File: src/hdl/okpt_pkg.sv
// Shared types, constants and the arctangent table of the odometry peak tracker.
package okpt_pkg;

  localparam int CordicMax = 24;
  localparam int CxW       = 40;
  localparam int CzW       = 34;
  localparam int MulW      = 34;
  localparam int ProdW     = 68;
  localparam int InW       = 160;
  localparam int OutW      = 320;

  localparam logic signed [CzW-1:0]  PiQ29     = 34'sd1686629713;
  localparam logic signed [CzW-1:0]  HalfPiQ29 = 34'sd843314857;
  localparam logic signed [CxW-1:0]  GainQ30   = 40'sd652032874;
  localparam logic signed [MulW-1:0] Usec      = 34'sd1000000;
  localparam logic signed [MulW-1:0] Usec8     = 34'sd8000000;
  localparam logic signed [15:0]     PiQ13     = 16'sd25736;
  localparam logic signed [16:0]     TwoPiQ13  = 17'sd51472;

  // register indexes
  localparam logic CfgMinInterval  = 1'b0;
  localparam logic CfgSensorOffset = 1'b1;

  // divider phases
  localparam logic [1:0] PhSpeed = 2'd0;
  localparam logic [1:0] PhAccel = 2'd1;
  localparam logic [1:0] PhRate  = 2'd2;
  localparam logic [1:0] PhRacc  = 2'd3;

  typedef enum logic [4:0] {
    OP_NOP, OP_LOAD, OP_Q1, OP_Q2, OP_Q3, OP_Q4, OP_VINIT, OP_CRUN, OP_YAW,
    OP_RINIT, OP_RFIN, OP_L1, OP_L2, OP_L3, OP_FIRST, OP_D1, OP_M1, OP_M2,
    OP_M3, OP_M4, OP_M5, OP_SRUN, OP_PMUL, OP_DINIT, OP_DRUN, OP_DFIN,
    OP_COMMIT, OP_OUT
  } op_e;

  typedef struct packed {
    op_e        op;
    logic [1:0] ph;
  } cmd_t;

  typedef struct packed {
    logic last;
    logic started;
    logic dt_ok;
    logic out_free;
  } stat_t;

  function automatic logic [29:0] atan_q29(input logic [4:0] i);
    logic [29:0] r;
    case (i)
      5'd0:  r = 30'd421657428;
      5'd1:  r = 30'd248918915;
      5'd2:  r = 30'd131521918;
      5'd3:  r = 30'd66762579;
      5'd4:  r = 30'd33510843;
      5'd5:  r = 30'd16771758;
      5'd6:  r = 30'd8387925;
      5'd7:  r = 30'd4194219;
      5'd8:  r = 30'd2097141;
      5'd9:  r = 30'd1048575;
      5'd10: r = 30'd524288;
      5'd11: r = 30'd262144;
      5'd12: r = 30'd131072;
      5'd13: r = 30'd65536;
      5'd14: r = 30'd32768;
      5'd15: r = 30'd16384;
      5'd16: r = 30'd8192;
      5'd17: r = 30'd4096;
      5'd18: r = 30'd2048;
      5'd19: r = 30'd1024;
      5'd20: r = 30'd512;
      5'd21: r = 30'd256;
      5'd22: r = 30'd128;
      5'd23: r = 30'd64;
      default: r = 30'd0;
    endcase
    return r;
  endfunction

endpackage

File: src/hdl/okpt_ctrl.sv
// Sequencer of the odometry peak tracker: one-hot state machine issuing datapath commands.
module okpt_ctrl (
  input  logic                 clk_i,
  input  logic                 rst_ni,
  input  logic                 s_axis_tvalid_i,
  output logic                 s_axis_tready_o,
  input  okpt_pkg::stat_t      stat_i,
  output okpt_pkg::cmd_t       cmd_o
);

  typedef enum logic [27:0] {
    S_IDLE   = 28'h0000001,
    S_Q1     = 28'h0000002,
    S_Q2     = 28'h0000004,
    S_Q3     = 28'h0000008,
    S_Q4     = 28'h0000010,
    S_VINIT  = 28'h0000020,
    S_VRUN   = 28'h0000040,
    S_YAW    = 28'h0000080,
    S_RINIT  = 28'h0000100,
    S_RRUN   = 28'h0000200,
    S_RFIN   = 28'h0000400,
    S_L1     = 28'h0000800,
    S_L2     = 28'h0001000,
    S_L3     = 28'h0002000,
    S_FIRST  = 28'h0004000,
    S_D1     = 28'h0008000,
    S_M1     = 28'h0010000,
    S_M2     = 28'h0020000,
    S_M3     = 28'h0040000,
    S_M4     = 28'h0080000,
    S_M5     = 28'h0100000,
    S_SRUN   = 28'h0200000,
    S_PMUL   = 28'h0400000,
    S_DINIT  = 28'h0800000,
    S_DRUN   = 28'h1000000,
    S_DFIN   = 28'h2000000,
    S_COMMIT = 28'h4000000,
    S_OUT    = 28'h8000000
  } state_e;

  state_e     state_q, state_d;
  logic [1:0] ph_q, ph_d;

  always_comb begin
    state_d = state_q;
    ph_d    = ph_q;
    cmd_o.op = okpt_pkg::OP_NOP;
    cmd_o.ph = ph_q;
    s_axis_tready_o = 1'b0;
    case (state_q)
      S_IDLE: begin
        s_axis_tready_o = 1'b1;
        if (s_axis_tvalid_i) begin
          cmd_o.op = okpt_pkg::OP_LOAD;
          state_d  = S_Q1;
        end
      end
      S_Q1:    begin cmd_o.op = okpt_pkg::OP_Q1;    state_d = S_Q2;    end
      S_Q2:    begin cmd_o.op = okpt_pkg::OP_Q2;    state_d = S_Q3;    end
      S_Q3:    begin cmd_o.op = okpt_pkg::OP_Q3;    state_d = S_Q4;    end
      S_Q4:    begin cmd_o.op = okpt_pkg::OP_Q4;    state_d = S_VINIT; end
      S_VINIT: begin cmd_o.op = okpt_pkg::OP_VINIT; state_d = S_VRUN;  end
      S_VRUN: begin
        cmd_o.op = okpt_pkg::OP_CRUN;
        if (stat_i.last) state_d = S_YAW;
      end
      S_YAW:   begin cmd_o.op = okpt_pkg::OP_YAW;   state_d = S_RINIT; end
      S_RINIT: begin
        cmd_o.op = okpt_pkg::OP_RINIT;
        // too early: just repeat what is stored
        state_d  = (stat_i.started && !stat_i.dt_ok) ? S_OUT : S_RRUN;
      end
      S_RRUN: begin
        cmd_o.op = okpt_pkg::OP_CRUN;
        if (stat_i.last) state_d = S_RFIN;
      end
      S_RFIN:  begin cmd_o.op = okpt_pkg::OP_RFIN;  state_d = S_L1;    end
      S_L1:    begin cmd_o.op = okpt_pkg::OP_L1;    state_d = S_L2;    end
      S_L2:    begin cmd_o.op = okpt_pkg::OP_L2;    state_d = S_L3;    end
      S_L3: begin
        cmd_o.op = okpt_pkg::OP_L3;
        state_d  = stat_i.started ? S_D1 : S_FIRST;
      end
      S_FIRST: begin cmd_o.op = okpt_pkg::OP_FIRST; state_d = S_OUT;   end
      S_D1:    begin cmd_o.op = okpt_pkg::OP_D1;    state_d = S_M1;    end
      S_M1:    begin cmd_o.op = okpt_pkg::OP_M1;    state_d = S_M2;    end
      S_M2:    begin cmd_o.op = okpt_pkg::OP_M2;    state_d = S_M3;    end
      S_M3:    begin cmd_o.op = okpt_pkg::OP_M3;    state_d = S_M4;    end
      S_M4:    begin cmd_o.op = okpt_pkg::OP_M4;    state_d = S_M5;    end
      S_M5:    begin cmd_o.op = okpt_pkg::OP_M5;    state_d = S_SRUN;  end
      S_SRUN: begin
        cmd_o.op = okpt_pkg::OP_SRUN;
        if (stat_i.last) begin
          state_d = S_PMUL;
          ph_d    = okpt_pkg::PhSpeed;
        end
      end
      S_PMUL:  begin cmd_o.op = okpt_pkg::OP_PMUL;  state_d = S_DINIT; end
      S_DINIT: begin cmd_o.op = okpt_pkg::OP_DINIT; state_d = S_DRUN;  end
      S_DRUN: begin
        cmd_o.op = okpt_pkg::OP_DRUN;
        if (stat_i.last) state_d = S_DFIN;
      end
      S_DFIN: begin
        cmd_o.op = okpt_pkg::OP_DFIN;
        if (ph_q == okpt_pkg::PhRacc) begin
          state_d = S_COMMIT;
        end else begin
          state_d = S_PMUL;
          ph_d    = ph_q + 2'd1;
        end
      end
      S_COMMIT: begin cmd_o.op = okpt_pkg::OP_COMMIT; state_d = S_OUT; end
      S_OUT: begin
        cmd_o.op = okpt_pkg::OP_OUT;
        if (stat_i.out_free) state_d = S_IDLE;
      end
      default: state_d = S_IDLE;
    endcase
  end

  always_ff @(posedge clk_i or negedge rst_ni) begin
    if (!rst_ni) begin
      state_q <= S_IDLE;
      ph_q    <= 2'd0;
    end else begin
      state_q <= state_d;
      ph_q    <= ph_d;
    end
  end

  // one word at a time: no second accept right after the first
  a_one_at_a_time: assert property (@(posedge clk_i) disable iff (!rst_ni)
    (s_axis_tvalid_i && s_axis_tready_o) |=> !s_axis_tready_o)
    else $error("second word accepted while busy");

  // result slot occupied: sequencer must hold in the output state
  a_hold_out: assert property (@(posedge clk_i) disable iff (!rst_ni)
    (state_q == S_OUT && !stat_i.out_free) |=> state_q == S_OUT)
    else $error("left output state with slot full");

endmodule

File: config.mk
export PLATFORM = sky130hd
export DESIGN_NAME = okpt_ctrl
export DESIGN_NICKNAME = d
export VERILOG_FILES = /design/src/hdl/okpt_pkg.sv /design/src/hdl/okpt_ctrl.sv
export SDC_FILE = /design/constraint.sdc
export NUM_CORES = 1
export LEC_CHECK = 0
export BUFFER_PORTS_ARGS = -buffer_cell sky130_fd_sc_hd__buf_2
export CAP_MARGIN = 20
export CORE_MARGIN = 2
export CORE_UTILIZATION = 35
export CTS_CLUSTER_SIZE = 20
export DETAILED_ROUTE_END_ITERATION = 10
export PLACE_DENSITY = 0.62
export SLEW_MARGIN = 40
export SYNTH_ARGS = -nofsm -noshare
export SYNTH_HDL_FRONTEND = slang
export SYNTH_SLANG_ARGS = --single-unit
File: constraint.sdc
create_clock -name clk_i -period 2.65 [get_ports clk_i]
set_input_delay 0.265 -clock clk_i [delete_from_list [all_inputs] [get_ports clk_i]]
set_output_delay 0.265 -clock clk_i [all_outputs]
set_load 0.02 [all_outputs]
==> metrics, run 1 <==
Routed Antenna Nets 0; CP endpoint cmd_o[3]; gp weighted congestion approximately 0.87; max-slew violations 0; H-tree depth 2; total global routing overflow 0; CTS clk-pin slew, worst paths 0.07 ns; Worst path slowest cell or4_4; dominant cells by area after synthesis dfrtp_1, nor4_1, nor4b_1; final-report hold violation count 0; max cap viols 0; CTS max path bufs 2; first-pass GRT wire length 8560 µm; Die Wd 77.1 µm; fmax 352 MHz; site row count 26; Avg Inst Size Synth 9.07 µm²; critical path type reg -> out; Slew Limit Headroom between 50% and 60%; top cell type's share of synthesized area roughly two fifths; number of synthesized flops with an enable pin 0; sequential area share after synthesis 40.3%; worst min path class in -> async; post-route design area 2640 µm²; Buf+Inv Stages, Crit Path 3; largest net degree at the start of global routing 31; startpoint types register; Distinct cells, synth between 40 and 50; Tot Pwr roughly 1.6 mW; total wire length ~5500 µm; CP max FO 4; die height ~77 µm; Synth Register Bits 30; CP max stage delay 0.61 ns; Synth area leader dfrtp_1; Critical Path AT 2.57 ns; Post-synth ARST share 100%; status finished with violations; fin crit period ~2.8 ns; CP dominant cell by count buf_4; critical path launch point state_q[21]$_DFFE_PN0P_; r2r worst-path depth 8; Crit. End Element output pin; Initial DRC Count 98; r2r endpoint ph_q[0]$_DFFE_PN0P_; Critical R2R Launch state_q[13]$_DFFE_PN0P_; failing checks negative setup slack; Setup violations, final 5; most frequent cells in the layout buf_4, dfrtp_1, nor2_1, nor3_1, nand2_1; setup slack after layout -0.188 ns; TritonCTS clock tree done; initial antenna violation count 0; CORE AREA 5140 µm²; Ys Warns 0; commonest non-fill, non-tap cell in the layout buf_4; Cell Area, Synth about 1900 µm²; Syn Inst Count just over 200; later-pin clock latency in the skew report 0.29 ns; net count after synthesis approximately 210; vias in the first global route between 1500 and 2000; Port Buffers 14; power per cell area just under 600 nW/µm²; Leak 1.27 nW; Starting Density 36.3%; CP required roughly 2.4 ns; Initial DRT Pass Iterations 4; Slew @ Worst Pin 0.666 ns; Antenna Cells 0; Root Driver clkbuf_8; # DRC 0; worst vdd rail ir drop approximately 0.54 mV; Crit path max-delay family simple AND/OR/NAND/NOR gates; r2r setup slk 0.13 ns; I/O pins 15; CTS Sinks 30; hold bufs inserted after CTS 0; Die ar. ~5900 µm²; CP Cell Sequence or4_4, nor4_4, buf_4, nand4_1, nor3b_2, buf_4, nor3_2, nand4_1, buf_4; CP Depth 9; layout cell share with drive strength beyond 1 42.0%; Area Overhead vs Synth 41.2%; GRT Total Usage a little under a fifth; vias per cell roughly 5.7; DP HPWL 3990 µm; Wirelength per Cell 16.3 µm; Cell Area, Placed between 2000 and 2500 µm²; Final Skew 0.00788 ns; RSZ-0062 raised after global routing yes; Num CTS Buffers 5; Fin Setup TNS -0.696 ns; Post-synth top flop dfrtp_1; Tcrit/Tclk final 107%; routed via count 1917; nets 276
-- per-stage QoR --
step                      setup WS, ns  instances  util, %  hold WS, ns
final                           -0.188        339     51.3      0.00660
after global routing            -0.291        339     51.3       0.0660
after CTS                       -0.154        333     48.8       0.0388
after detailed placement        -0.202        317     43.7        0.336
after global placement          -0.216        317     43.7        0.339
after floorplan                  0.199        206        -      -0.0306
-- timing repair --
action | 4_1_cts | 5_1_grt
endpoints found under the setup margin | 5 | 12
gates resized for setup | 22 | 15
pin swaps | 6 | 11
setup buffers | 8 | 6
-- where the power goes --
group / internal (mW) / switching [mW] / total, mW
Clock: 0.209 / 0.176 / 0.385
Combinational: 0.295 / 0.364 / 0.659
Sequential: 0.488 / 0.0350 / 0.523
Total: 0.992 / 0.574 / 1.57
-- final cells by class --
cell class,count,area [µm²]
clock buffer,7,86.3
multi-input combinational,158,1220
fill,483,2500
clock inverter,1,5.00
inverter,8,30.0
sequential,30,754
timing repair buffer,65,458
tap,70,87.6
-- worst register-to-register path, cell delays in order (launching register included) --
cell and delay [ns]:
dfrtp_1 0.41, nor4_4 0.42, nand4_4 0.19, buf_4 0.19
or4_4 0.56, a41oi_2 0.27, nor4_1 0.10, buf_4 0.15
o21ai_1 0.15
-- kinds of logic (layout without fill, tap and decap cells) --
kind of cell	Yosys count	in the layout	synth area share (%)
AO/OA/AOI/OAI	24	24	9.44
XOR/XNOR	6	6	2.81
adder cells (fa/ha/maj)	1	1	0.670
buffers and inverters	18	81	4.76
flip-flops	30	30	40.3
AND/OR/NAND/NOR	127	127	42.1
-- state kept, by name, indices dropped and copies added, names as in the netlist --
register	flops
ph_q	2
state_q	28
-- worst min-delay path by stage --
stage,cells past startpoint,endpoint,start
floorplan,0,ph_q[0]$_DFFE_PN0P_,rst_ni
global placement,1,state_q[17]$_DFFE_PN0P_,rst_ni
detailed placement,1,state_q[16]$_DFFE_PN0P_,rst_ni
CTS,1,ph_q[0]$_DFFE_PN0P_,rst_ni
global route,1,ph_q[1]$_DFFE_PN0P_,rst_ni
finish,1,ph_q[1]$_DFFE_PN0P_,rst_ni
-- routing by layer --
layer / vias to the layer above / wire length (µm) / share of wire [%] / global-route usage [%]
li1: 901 / - / - / -
met1: 930 / 2400 / 43 / 26.3
met2: 71 / 2650 / 48 / 28.5
met3: 15 / 333 / 6.0 / 2.82
met4: 0 / 156 / 2.8 / 8.21
met5: - / 0 / 0 / 0
-- cell usage after synthesis, types with 6 or more instances --
| cell type | count |
|---|---|
| nor4_1 | 14 |
| nand2b_1 | 6 |
| inv_1 | 8 |
| nor3_1 | 15 |
| nand4_1 | 7 |
| nor4b_1 | 10 |
| nor2_1 | 20 |
| o21ai_0 | 6 |
| dfrtp_1 | 29 |
| nand2_1 | 13 |
| or4_1 | 7 |
| nand3_1 | 6 |
No activity file was read; power rests on OpenSTA's default activity.
==> run 2, diff against run 1 <==
--- a/config.mk
+++ b/config.mk
@@ -5,6 +5,7 @@
 export SDC_FILE = /design/constraint.sdc
 export NUM_CORES = 1
 export LEC_CHECK = 0
+export ABC_AREA = 1
 export BUFFER_PORTS_ARGS = -buffer_cell sky130_fd_sc_hd__buf_2
 export CAP_MARGIN = 20
 export CORE_MARGIN = 2
==> run 2 against run 1 <==
Against the previous run: the flow now finishes without violations; cell area shrank 12%; via count fell by 0.16%; global-route usage down 2.3 points; wire length fell by 14%; maximum frequency rose by 19%; critical path depth increased by 1; utilization decreased by 12 points; die area grew 11%; largest power group is now registers.
==> metrics, run 2 <==
Crit path max-delay family simple AND/OR/NAND/NOR gates (unchanged); r2r endpoint state_q[0]$_DFFE_PN1P_ (was ph_q[0]$_DFFE_PN0P_); Place WS 0.562 ns (was -0.202 ns); Cell Area, Synth 2090 µm² (was 1870 µm²); power share of the clock group 28.0% (was 24.6%); status finished clean (was finished with violations); Die Wd 81.3 µm (was 77.1 µm); Initial DRT Pass Iterations 4 (unchanged); Final Skew 0.00487 ns (was 0.00788 ns); TritonCTS clock tree done (unchanged); later-pin clock latency in the skew report 0.29 ns (about the same); switching share of power 39.2% (was 36.7%); CTS Sinks 30 (unchanged); r2r worst-path depth 12 (was 8); layout cell share with drive strength beyond 1 19.5% (was 42.0%); Port Buffers 14 (unchanged); die height 81.3 µm (was 77.1 µm); dominant cells by area after synthesis dfrtp_1, nand2_1, nor2_1 (was dfrtp_1, nor4_1, nor4b_1); Avg Inst Size Synth 6.46 µm² (was 9.07 µm²); CP Cell Sequence nor2_1, nand2_2, nor2_4, nand2_4, nor2_1, nor2_2, nand3_1, a21oi_1, nand3_1, buf_2 (was or4_4, nor4_4, buf_4, nand4_1, nor3b_2, buf_4, nor3_2, nand4_1, buf_4); max cap viols 0 (unchanged); H-tree depth 2 (unchanged); Critical R2R Launch state_q[7]$_DFFE_PN0P_ (was state_q[13]$_DFFE_PN0P_); Slew @ Worst Pin 0.681 ns (was 0.666 ns); Ys Warns 0 (unchanged); post-CTS resize count 0 (was 22); Area Overhead vs Synth 11.1% (was 41.2%); Post-synth ARST share 100% (unchanged); Reg power frac 36.9% (was 33.4%); Util after Layout 39.7% (was 51.3%); Die ar. 6610 µm² (was 5940 µm²); CTS max path bufs 2 (unchanged); Synth area leader dfrtp_1 (unchanged); CORE AREA 5850 µm² (was 5140 µm²); total global routing overflow 0 (unchanged); Worst path slowest cell dfrtp_1 (was or4_4); Antenna Cells 0 (unchanged); nets 351 (was 276); setup slack after layout 0.271 ns (was -0.188 ns); Buf+Inv Stages, Crit Path 1 (was 3); critical path launch point state_q[7]$_DFFE_PN0P_ (was state_q[21]$_DFFE_PN0P_); site row count 28 (was 26); post-route design area 2320 µm² (was 2640 µm²); Internal Power 0.832 mW (was 0.992 mW); total wire length 4740 µm (was 5540 µm); Crit. End Element output pin (unchanged); cell with the most instances after synthesis nand2_1 (was dfrtp_1); max reg flops 28 (unchanged); r2r setup slk 0.81 ns (was 0.13 ns); sequential area share after synthesis 35.9% (was 40.3%); # DRC 0 (unchanged); startpoint types register (unchanged); first-pass GRT wire length 8030 µm (was 8560 µm); Distinct cells, synth 21 (was 44); gp weighted congestion 0.901 (was 0.872); final-report hold violation count 0 (unchanged); Cell Area, Placed 2230 µm² (was 2240 µm²); Tcrit/Tclk final 89.8% (was 107%); CP max FO 13 (was 4); most frequent cells in the layout nand2_1, nor2_1, inv_1, dfrtp_1, nand3_1 (was buf_4, dfrtp_1, nor2_1, nor3_1, nand2_1); Fin Setup TNS 0 ns (was -0.696 ns); Syn Inst Count 324 (was 206); CP Depth 10 (was 9); Routed Antenna Nets 0 (unchanged); critical path type reg -> out (unchanged); top cell type's share of synthesized area 34.7% (was 38.8%); Root Driver clkbuf_8 (unchanged); Initial DRC Count 123 (was 98); CP required 2.38 ns (about the same); net count after synthesis 332 (was 214); Wirelength per Cell 11.3 µm (was 16.3 µm); commonest non-fill, non-tap cell in the layout nand2_1 (was buf_4); routed via count 1914 (was 1917); Leak 1.34 nW (was 1.27 nW); Synth top cells by count nand2_1, nor2_1, inv_1, dfrtp_1, nand3_1 (was dfrtp_1, nor2_1, nor3_1, nor4_1, nand2_1); vias in the first global route 1797 (was 1729); fin crit period 2.38 ns (was 2.84 ns); Synth Register Bits 30 (unchanged); Sw Pwr 0.536 mW (was 0.574 mW); register area 752 µm² (was 754 µm²); fillcell total 623 (was 483); worst min path class in -> async (unchanged); fmax 420 MHz (was 352 MHz); Num CTS Buffers 5 (unchanged); I/O pins 15 (unchanged); DP HPWL 3870 µm (was 3990 µm); Setup Fix Bufs, Post-CTS 0 (was 8); power per cell area 589 nW/µm² (was 594 nW/µm²); WHS 0.0148 ns (was 0.00660 ns); Largest regs state_q: 28 flops, ph_q: 2 flops (unchanged); CTS clk-pin slew, worst paths 0.07 ns (about the same); Slew Limit Headroom 54.6% (was 55.6%); max-slew violations 0 (unchanged); number of synthesized flops with an enable pin 0 (unchanged); Biggest register state_q (unchanged); vias per cell 4.57 (was 5.65); Gate power share 35.1% (was 42.0%); CP max stage delay 0.39 ns (was 0.61 ns); footprint of the multi-input gates 1100 µm² (was 1220 µm²); Starting Density 35.8% (was 36.3%); initial antenna violation count 0 (unchanged); RSZ-0062 raised after global routing no (was yes); GRT Total Usage 16.4% (was 18.7%); CP endpoint cmd_o[2] (was cmd_o[3]); worst vdd rail ir drop 0.215 mV (was 0.544 mV); Post-synth top flop dfrtp_1 (unchanged); hold bufs inserted after CTS 0 (unchanged); Setup violations, final 0 (was 5); largest net degree at the start of global routing 31 (unchanged); Critical Path AT 2.11 ns (was 2.57 ns)
-- run 2: cell types whose count changed in the layout (fill, tap and decap cells not counted), moves of 9 or more --
cell     previous run  this run
nor2_2              0        12
nand2_2             0        15
inv_1               8        51
nand2_1            13        78
nor2_1             20        71
buf_4              53         0
nand3_1             6        18
nor4b_1             9         0
-- run 2: logic make-up (layout without fill, tap and decap cells) --
group | Yosys count | in the layout | share of synthesized area (%)
and+or+nand+nor | 221 | 221 | 48.3
buffers and inverters | 59 | 79 | 11.3
DFF | 30 | 30 | 35.9
AOI/OAI and AO/OA | 13 | 13 | 3.83
adders and majority gates | 1 | 1 | 0.598
-- run 2: routing by layer --
| metal | wire length [µm] | part of all wire (%) | global-route usage, % | up-vias |
|---|---|---|---|---|
| met2 | 2120 | 45 | 26.6 | 45 |
| met3 | 240 | 5.1 | 4.11 | 9 |
| met1 | 2290 | 48 | 20.8 | 842 |
| met4 | 88 | 1.9 | 6.61 | 0 |
| li1 | - | - | - | 1018 |
| met5 | 0 | 0 | 0 | - |
-- run 2: worst min-delay path by stage --
stage                 from                      end  slack, ns  depth (start not counted)
global route        rst_ni  state_q[14]$_DFFE_PN0P_       0.07                          1
floorplan           rst_ni      ph_q[0]$_DFFE_PN0P_      -0.03                          0
finish              rst_ni  state_q[15]$_DFFE_PN0P_       0.01                          1
CTS                 rst_ni  state_q[27]$_DFFE_PN0P_       0.04                          1
detailed placement  rst_ni  state_q[15]$_DFFE_PN0P_       0.35                          1
global placement    rst_ni  state_q[14]$_DFFE_PN0P_       0.34                          1
-- run 2: layout make-up --
class                           count  share of cell area [%]
Clock buffer                        7                    3.71
Clock inverter                      1                   0.215
Inverter                           57                    9.20
Multi-Input combinational cell    235                    47.5
Sequential cell                    30                    32.3
Tap cell                           75                    4.04
Timing Repair Buffer               14                    3.01
-- run 2: power by group through the flow --
stage | logic (mW) | registers (mW) | clock network, mW
floorplan | 0.380 | 0.511 | 0
global placement | 0.484 | 0.513 | 0
detailed placement | 0.482 | 0.514 | 0
CTS | 0.484 | 0.505 | 0.395
global route | 0.541 | 0.508 | 0.422
finish | 0.481 | 0.505 | 0.383
-- run 2: through the flow --
stage	power, mW	instances
after floorplan	0.891	324
after global placement	0.997	411
after detailed placement	0.996	411
after CTS	1.38	419
after global routing	1.47	419
final	1.37	419
